File: config.mk
export PLATFORM = sky130hd
export DESIGN_NAME = priority_message_queue
export DESIGN_NICKNAME = d
export VERILOG_FILES = /design/src/design/pmq_pkg.sv /design/src/design/pmq_cell.sv /design/src/design/priority_message_queue.sv
export SDC_FILE = /design/constraint.sdc
export NUM_CORES = 2
export LEC_CHECK = 0
export BUFFER_PORTS_ARGS = -buffer_cell sky130_fd_sc_hd__buf_2
export CORE_AREA = 2 2 391 393
export CTS_BUF_LIST = sky130_fd_sc_hd__clkbuf_4 sky130_fd_sc_hd__clkbuf_8
export DETAILED_ROUTE_END_ITERATION = 12
export DIE_AREA = 0 0 393 395
export SLEW_MARGIN = 20
export SYNTH_ARGS = -nofsm -noshare
export SYNTH_HDL_FRONTEND = slang
export SYNTH_SLANG_ARGS = --single-unit
File: constraint.sdc
create_clock -name clk_i -period 11.42 [get_ports clk_i]
set_input_delay 0.571 -clock clk_i [delete_from_list [all_inputs] [get_ports clk_i]]
set_output_delay 0.571 -clock clk_i [all_outputs]
set_load 0.05 [all_outputs]
File: src/design/pmq_pkg.sv
// ----------------------------------------------------------------------------
// pmq_pkg
// Shared types and constants for the priority message queue: transaction
// payloads, stored entry layout, status and command codes.
// ----------------------------------------------------------------------------
package pmq_pkg;

  localparam int unsigned ReqPrioW  = 16;
  localparam int unsigned ReqLenW   = 16;
  localparam int unsigned DescW     = 32;
  localparam int unsigned PrioW     = 15;
  localparam int unsigned LenW      = 14;
  localparam int unsigned StatusW   = 3;
  localparam int unsigned CountOutW = 5;
  localparam int unsigned BytesW    = 18;
  localparam int unsigned MaxMsgW   = 5;
  localparam int unsigned MaxSizeW  = 14;
  localparam int unsigned CfgIdxW   = 2;
  localparam int unsigned CfgDataW  = 16;

  // largest accepted message length and number of priority levels
  localparam int unsigned MaxLength      = 8192;
  localparam int unsigned PriorityLevels = 32768;

  localparam logic [MaxMsgW-1:0]  MaxMsgRst  = 5'd10;
  localparam logic [MaxSizeW-1:0] MaxSizeRst = 14'd8192;

  typedef enum logic [0:0] {
    CMD_SEND = 1'b0,
    CMD_RECV = 1'b1
  } cmd_e;

  typedef enum logic [StatusW-1:0] {
    ST_OK        = 3'd0,
    ST_BAD_PRIO  = 3'd1,
    ST_TOO_LARGE = 3'd2,
    ST_FULL      = 3'd3,
    ST_EMPTY     = 3'd4,
    ST_BUF_SMALL = 3'd5
  } status_e;

  typedef enum logic [CfgIdxW-1:0] {
    CFG_MAX_MESSAGES     = 2'd0,
    CFG_MAX_MESSAGE_SIZE = 2'd1
  } cfg_idx_e;

  typedef struct packed {
    cmd_e                command;
    logic [ReqPrioW-1:0] priority_req;
    logic [ReqLenW-1:0]  length;
    logic [DescW-1:0]    payload;
  } pmq_in_t;

  typedef struct packed {
    status_e              status;
    logic [PrioW-1:0]     out_priority;
    logic [LenW-1:0]      out_length;
    logic [DescW-1:0]     out_payload;
    logic [CountOutW-1:0] message_count;
    logic [BytesW-1:0]    queued_bytes;
  } pmq_out_t;

  typedef struct packed {
    logic [PrioW-1:0] prio;
    logic [LenW-1:0]  len;
    logic [DescW-1:0] desc;
  } pmq_entry_t;

  // per-cycle command to every cell of the row
  typedef struct packed {
    logic insert;
    logic remove;
  } pmq_cell_ctl_t;

endpackage

File: src/design/pmq_cell.sv
// ----------------------------------------------------------------------------
// pmq_cell
// One slot of the sorted entry row. Holds, takes the new entry, takes its
// left neighbor on insert, or takes its right neighbor on remove.
// ----------------------------------------------------------------------------
module pmq_cell
  import pmq_pkg::*;
(
  input  logic          clk_i,
  input  pmq_cell_ctl_t ctl_i,
  input  pmq_entry_t    new_i,
  input  pmq_entry_t    left_i,
  input  pmq_entry_t    right_i,
  input  logic          left_ge_i,
  input  logic          occupied_i,
  output logic          ge_o,
  output pmq_entry_t    entry_o
);

  pmq_entry_t entry_q, entry_d;

  // equal priority stays ahead, so arrival order holds within a level
  assign ge_o    = occupied_i && (entry_q.prio >= new_i.prio);
  assign entry_o = entry_q;

  always_comb begin
    entry_d = entry_q;
    if (ctl_i.insert) begin
      if (!ge_o) begin
        entry_d = left_ge_i ? new_i : left_i;
      end
    end else if (ctl_i.remove) begin
      entry_d = right_i;
    end
  end

  always_ff @(posedge clk_i) begin
    entry_q <= entry_d;
  end

endmodule

File: src/design/priority_message_queue.sv
// Result: registered, presented in the cycle after its command transaction.
// Throughput: one transaction per cycle if no result stalls; the priority
// compare runs in every cell in parallel; insert position is combinational.
// Reset: asynchronous, active low; queue empties, byte total clears, limits
// return to 10 messages and 8192 bytes. Entry contents are not cleared.
// ----------------------------------------------------------------------------
// priority_message_queue
// Bounded message queue served highest priority first, arrival order kept
// within one priority, held as a sorted row of cells.
// ----------------------------------------------------------------------------
module priority_message_queue
  import pmq_pkg::*;
#(
  parameter int unsigned QUEUE_DEPTH = 16
) (
  input  logic                clk_i,
  input  logic                rst_ni,
  input  logic                in_valid_i,
  output logic                in_ready_o,
  input  pmq_in_t             in_data_i,
  output logic                out_valid_o,
  input  logic                out_ready_i,
  output pmq_out_t            out_data_o,
  input  logic                cfg_valid_i,
  output logic                cfg_ready_o,
  input  logic [CfgIdxW-1:0]  cfg_index_i,
  input  logic [CfgDataW-1:0] cfg_data_i
);

  localparam int unsigned CntW = $clog2(QUEUE_DEPTH + 1);
  localparam int unsigned CmpW = (CntW > MaxMsgW) ? CntW : MaxMsgW;

  logic [MaxMsgW-1:0]  max_msgs_q;
  logic [MaxSizeW-1:0] max_size_q;
  logic [CntW-1:0]     count_q, count_d;
  logic [BytesW-1:0]   bytes_q, bytes_d;
  logic                out_valid_q;
  pmq_out_t            out_q, out_d;

  pmq_entry_t    entries [QUEUE_DEPTH];
  logic          ge      [QUEUE_DEPTH];
  pmq_entry_t    new_entry;
  pmq_cell_ctl_t cell_ctl;

  logic     accept;
  logic     bad_prio, too_large, full, buf_small, empty;
  status_e  status;
  logic [CmpW-1:0] count_ext, count_d_ext;

  assign accept      = in_valid_i && in_ready_o;
  assign in_ready_o  = !out_valid_q || out_ready_i;
  assign out_valid_o = out_valid_q;
  assign out_data_o  = out_q;
  assign cfg_ready_o = 1'b1;

  assign new_entry.prio = in_data_i.priority_req[PrioW-1:0];
  assign new_entry.len  = in_data_i.length[LenW-1:0];
  assign new_entry.desc = in_data_i.payload;

  assign count_ext = CmpW'(count_q);

  assign bad_prio  = {1'b0, in_data_i.priority_req} >= 17'(PriorityLevels);
  assign too_large = (in_data_i.length > ReqLenW'(max_size_q)) ||
                     ({1'b0, in_data_i.length} > 17'(MaxLength));
  assign full      = (count_ext >= CmpW'(max_msgs_q)) ||
                     (count_ext >= CmpW'(QUEUE_DEPTH));
  assign buf_small = in_data_i.length < ReqLenW'(max_size_q);
  assign empty     = (count_q == '0);

  always_comb begin
    if (in_data_i.command == CMD_SEND) begin
      if (bad_prio) begin
        status = ST_BAD_PRIO;
      end else if (too_large) begin
        status = ST_TOO_LARGE;
      end else if (full) begin
        status = ST_FULL;
      end else begin
        status = ST_OK;
      end
    end else begin
      if (buf_small) begin
        status = ST_BUF_SMALL;
      end else if (empty) begin
        status = ST_EMPTY;
      end else begin
        status = ST_OK;
      end
    end
  end

  assign cell_ctl.insert = accept && (in_data_i.command == CMD_SEND) && (status == ST_OK);
  assign cell_ctl.remove = accept && (in_data_i.command == CMD_RECV) && (status == ST_OK);

  always_comb begin
    count_d = count_q;
    bytes_d = bytes_q;
    if (cell_ctl.insert) begin
      count_d = count_q + CntW'(1);
      bytes_d = bytes_q + BytesW'(new_entry.len);
    end else if (cell_ctl.remove) begin
      count_d = count_q - CntW'(1);
      bytes_d = bytes_q - BytesW'(entries[0].len);
    end
  end

  assign count_d_ext = CmpW'(count_d);

  always_comb begin
    out_d               = '0;
    out_d.status        = status;
    out_d.message_count = count_d_ext[CountOutW-1:0];
    out_d.queued_bytes  = bytes_d;
    if (cell_ctl.remove) begin
      out_d.out_priority = entries[0].prio;
      out_d.out_length   = entries[0].len;
      out_d.out_payload  = entries[0].desc;
    end
  end

  for (genvar i = 0; i < QUEUE_DEPTH; i++) begin : g_cell
    pmq_entry_t left_entry, right_entry;
    logic       left_ge, occupied;

    if (i == 0) begin : g_first
      assign left_entry = new_entry;
      assign left_ge    = 1'b1;
    end else begin : g_mid
      assign left_entry = entries[i-1];
      assign left_ge    = ge[i-1];
    end

    if (i == QUEUE_DEPTH - 1) begin : g_last
      assign right_entry = entries[i];
    end else begin : g_inner
      assign right_entry = entries[i+1];
    end

    assign occupied = count_q > CntW'(i);

    pmq_cell u_cell (
      .clk_i      (clk_i),
      .ctl_i      (cell_ctl),
      .new_i      (new_entry),
      .left_i     (left_entry),
      .right_i    (right_entry),
      .left_ge_i  (left_ge),
      .occupied_i (occupied),
      .ge_o       (ge[i]),
      .entry_o    (entries[i])
    );
  end

  always_ff @(posedge clk_i or negedge rst_ni) begin
    if (!rst_ni) begin
      count_q     <= '0;
      bytes_q     <= '0;
      out_valid_q <= 1'b0;
      max_msgs_q  <= MaxMsgRst;
      max_size_q  <= MaxSizeRst;
    end else begin
      count_q <= count_d;
      bytes_q <= bytes_d;
      if (accept) begin
        out_valid_q <= 1'b1;
      end else if (out_ready_i) begin
        out_valid_q <= 1'b0;
      end
      if (cfg_valid_i) begin
        unique case (cfg_index_i)
          CFG_MAX_MESSAGES:     max_msgs_q <= cfg_data_i[MaxMsgW-1:0];
          CFG_MAX_MESSAGE_SIZE: max_size_q <= cfg_data_i[MaxSizeW-1:0];
          default: ;
        endcase
      end
    end
  end

  always_ff @(posedge clk_i) begin
    if (accept) begin
      out_q <= out_d;
    end
  end

endmodule

==> flow_summary.json <==
{
  "syn2layout_area_growth_pct": 10.8,
  "port-buffer-count": 174,
  "path_max_fanout": 82,
  "rsz0062_at_grt": "false",
  "num_rows": 143,
  "synth.top_cells.by_count": "sky130_fd_sc_hd__nand2_1 (1101), sky130_fd_sc_hd__edfxtp_1 (1063), sky130_fd_sc_hd__mux2i_1 (587)",
  "detailedRoute.firstPassIterationCount": 5,
  "power.share.clock_pct": 31.8,
  "power_switching_mw": 3.81,
  "critPathKind": "flop to flop",
  "power.internal_mw": 7.64,
  "peakVddDrop_mv": 0.109,
  "worstSetupEndpointType": "flop",
  "synth-edff-count": 1063,
  "number_of_global_route_vias_before_repair": 43700,
  "worst_reg2reg_path_startpoint": "max_size_q[13]",
  "max_slew_margin_pct": 17.3,
  "min_period_over_period_pct": 46.5,
  "crit-reg2reg-capture": "g_cell[1].u_cell.entry_o[48]",
  "async_reset_ff_share_pct": 3.89,
  "floorplan.die.width_um": 393,
  "classification_of_the_worst_slack_hold_path": "primary input to flop",
  "r2r_cells": 12,
  "synth.most_common_cell": "sky130_fd_sc_hd__nand2_1",
  "finalSetupTns_ns": 0,
  "dieArea_sq_um": 155000,
  "cts_tree": "built",
  "grt_usage_pct": 23.7,
  "worstSkewPairLatency_ns": 0.93,
  "io-pin-count": 178,
  "final_nets": 5894,
  "worst_setup_hold_path_clk_slew_ns": 0.06,
  "pin_count_of_the_biggest_net_entering_global_routing": 230,
  "clock-root-buffer": "sky130_fd_sc_hd__clkbuf_8",
  "core-area_sq_um": 151000,
  "post_synth_top_flop": "sky130_fd_sc_hd__edfxtp_1",
  "syn_area_per_cell_sq_um": 11.0,
  "logic_gate_share_of_total_power_pct": 24.1,
  "netlist_area_sq_um": 60000,
  "grt_remaining_overflow": 0,
  "clock.fmax_mhz": 188,
  "grt_pass1_wl_um": 280000,
  "final.setup_skew_ns": 0.0407,
  "yosys_register_bits": 1106,
  "p_sw_share_pct": 33.3,
  "syn_nets": 5848,
  "routedWlPerCell_um": 24.4,
  "ant_nets": 0,
  "timing.critical_path.arrival_ns": 5.94,
  "yosysTopAreaCell": "sky130_fd_sc_hd__edfxtp_1",
  "fin_hold_ws_ns": 0.0879,
  "setup_ws_ns": 6.11,
  "die_y_um": 395,
  "layoutNonFillerInstCount": 7707,
  "drt-vias-per-instance": 5.83,
  "cts_num_sinks": 1106,
  "cts_bufs_inserted": 186,
  "routed_wl_um": 188000,
  "cap_violations": 0,
  "power.sequential.fraction_pct": 44.1,
  "max-clock-path-buffers": 3,
  "hpwl_um": 111000,
  "regToRegSetupSlack_ns": 6.11,
  "ys_types": 69,
  "cts_htree_levels": 4,
  "initial_utilization_pct": 39.7,
  "detail_route.drc_violations": 0,
  "critPathRequiredTime_ns": 12.05,
  "power.leakage_nw": 26.9,
  "crit_end": "g_cell[1].u_cell.entry_o[48]",
  "run_status": "complete, no violations",
  "postCtsSetupBuffers": 0,
  "antenna_violations_before_repair": 13,
  "place.gp.congestion": 0.840,
  "placed_cells_incl_taps": 7332,
  "tightest_slew_ns": 1.22,
  "final_period_minus_worst_setup_slack_ns": 5.31,
  "hold_viol_final": 0,
  "synthDominantCellAreaShare_pct": 53.2,
  "post_route_cells_drive_above_1_share_pct": 11.7,
  "power_density_over_cell_area_nw_per_um2": 172,
  "timing.final.setup_violations": 0,
  "final_max_slew_viol_count": 0,
  "synth_warnings": 0,
  "critical_path_start_type": "flop",
  "post_synth_inst_count": 5467,
  "dr.first_iter.drc_count": 5304,
  "startpoint": "max_size_q[13]",
  "dpl_worst_slack_ns": 5.43,
  "vias": 44900,
  "synth_top_cells_by_area": "sky130_fd_sc_hd__edfxtp_1 (53%), sky130_fd_sc_hd__mux2i_1 (9.8%), sky130_fd_sc_hd__nand2_1 (6.9%), sky130_fd_sc_hd__ha_1 (6.1%), sky130_fd_sc_hd__o21ai_1 (4.0%)",
  "synth.yosys.seq_area_share_pct": 55.0
}
-- how the worst min path moves through the flow --
stage | startpoint | endpoint | cells after the start | slack (ns)
after floorplan | rst_ni | bytes_q[0] | 0 | 0.28
after global placement | bytes_q[17] | bytes_q[17] | 1 | 0.47
after detailed placement | bytes_q[17] | bytes_q[17] | 1 | 0.46
after CTS | cfg_index_i[1] | max_msgs_q[3] | 3 | 0.002
after global routing | in_data_i[63] | out_data_o[85] | 2 | 0.04
final | in_data_i[63] | out_data_o[85] | 2 | 0.09
-- registers in the layout (all words and copies together) (netlist names) --
register / cells
g_cell.u_cell.entry_o: 976
out_data_o: 87
bytes_q: 18
max_size_q: 14
count_ext: 5
max_msgs_q: 5
out_valid_o: 1
-- final cells by class --
type	count	area [sq um]
antenna	5	12.5
sequential	1106	33000
fill	14300	84700
clock inverter	78	463
multi-input combinational	3864	25200
tap	2030	2540
inverter	78	293
clock buffer	269	3250
timing repair buffer	277	1780
-- cell families after synthesis --
family,share of synthesized area (%)
other cells,0.00625
buf+inv,3.70
xor+xnor,0.321
fa+ha+maj,6.13
mux,10.9
flops,55.0
simple gates,11.9
compound gates,12.1
-- per-stage QoR --
| step | utilization, % | power, mW | instance area (sq um) |
|---|---|---|---|
| 2_1_floorplan | - | 6.95 | 60000 |
| 3_3_place_gp | 41.4 | 7.81 | 62600 |
| 3_5_place_dp | 41.4 | 7.85 | 62600 |
| 4_1_cts | 44.0 | 11.5 | 66500 |
| 5_1_grt | 44.0 | 11.9 | 66500 |
| 6_report | 44.0 | 11.5 | 66500 |
-- per-layer routing --
layer  global-route usage (%)  up-vias  part of all wire [%]  wire, um
li1                         -    20300                     -         -
met2                     37.4     1792                    46     86300
met3                     3.65      292                   7.1     13400
met5                        0        -                 0.021        39
met1                     33.8    22500                    45     83700
met4                     6.57        6                   2.3      4240
-- repair_timing --
action	in CTS	in global routing
hold buffers	23	0
gates resized for setup	0	0
endpoints found under the setup margin	0	0
endpoints found under the hold margin	60	0
-- critical path, cell delays in order (launching register included) --
cell and delay, ns:
sky130_fd_sc_hd__dfstp_2 0.53, sky130_fd_sc_hd__inv_1 0.04, sky130_fd_sc_hd__ha_1 0.29, sky130_fd_sc_hd__nand4_1 0.16, sky130_fd_sc_hd__nor4_2 0.30, sky130_fd_sc_hd__o21ai_1 0.14
sky130_fd_sc_hd__a31oi_2 0.36, sky130_fd_sc_hd__nor2_1 0.15, sky130_fd_sc_hd__nand3_4 0.35, sky130_fd_sc_hd__buf_4 0.72, sky130_fd_sc_hd__buf_4 0.82, sky130_fd_sc_hd__buf_4 0.80
sky130_fd_sc_hd__o21ai_0 0.21
-- placed cells by master, fill, tap and decap left out, types with 6 or more instances in the layout --
cell                               n
sky130_fd_sc_hd__o211ai_1        287
sky130_fd_sc_hd__a21o_1           39
sky130_fd_sc_hd__o21a_1           18
sky130_fd_sc_hd__inv_1            78
sky130_fd_sc_hd__o21ai_4           6
sky130_fd_sc_hd__nor2b_1          25
sky130_fd_sc_hd__dfrtp_1          40
sky130_fd_sc_hd__clkinvlp_4        6
sky130_fd_sc_hd__mux2i_1         587
sky130_fd_sc_hd__clkinv_1         45
sky130_fd_sc_hd__nor2_1           89
sky130_fd_sc_hd__buf_4            75
sky130_fd_sc_hd__a211oi_1         27
sky130_fd_sc_hd__nor3_1           27
sky130_fd_sc_hd__mux2_2           60
sky130_fd_sc_hd__clkbuf_8        197
sky130_fd_sc_hd__nand2b_1         30
sky130_fd_sc_hd__clkbuf_4         72
sky130_fd_sc_hd__dlygate4sd3_1    23
sky130_fd_sc_hd__xnor2_1          15
sky130_fd_sc_hd__ha_1            291
sky130_fd_sc_hd__o21ai_0         224
sky130_fd_sc_hd__nand2_1        1089
sky130_fd_sc_hd__nand4_1          24
sky130_fd_sc_hd__xor2_1            7
sky130_fd_sc_hd__buf_2           173
sky130_fd_sc_hd__nand2_4          12
sky130_fd_sc_hd__clkinv_2         17
sky130_fd_sc_hd__o21bai_1          7
sky130_fd_sc_hd__o21ai_1         474
sky130_fd_sc_hd__and2_1           50
sky130_fd_sc_hd__edfxtp_1       1063
sky130_fd_sc_hd__buf_12            6
sky130_fd_sc_hd__a21oi_1          94
sky130_fd_sc_hd__nand3_1         297
-- power groups by stage --
stage                     clock, mW  sequential [mW]  combinational (mW)
after floorplan                   0             5.18                1.76
after global placement            0             5.12                2.69
after detailed placement          0             5.12                2.72
after CTS                      3.71             5.04                2.74
after global routing           3.88             5.08                2.95
final                          3.64             5.05                2.76
(Power assumes the default switching activity.)
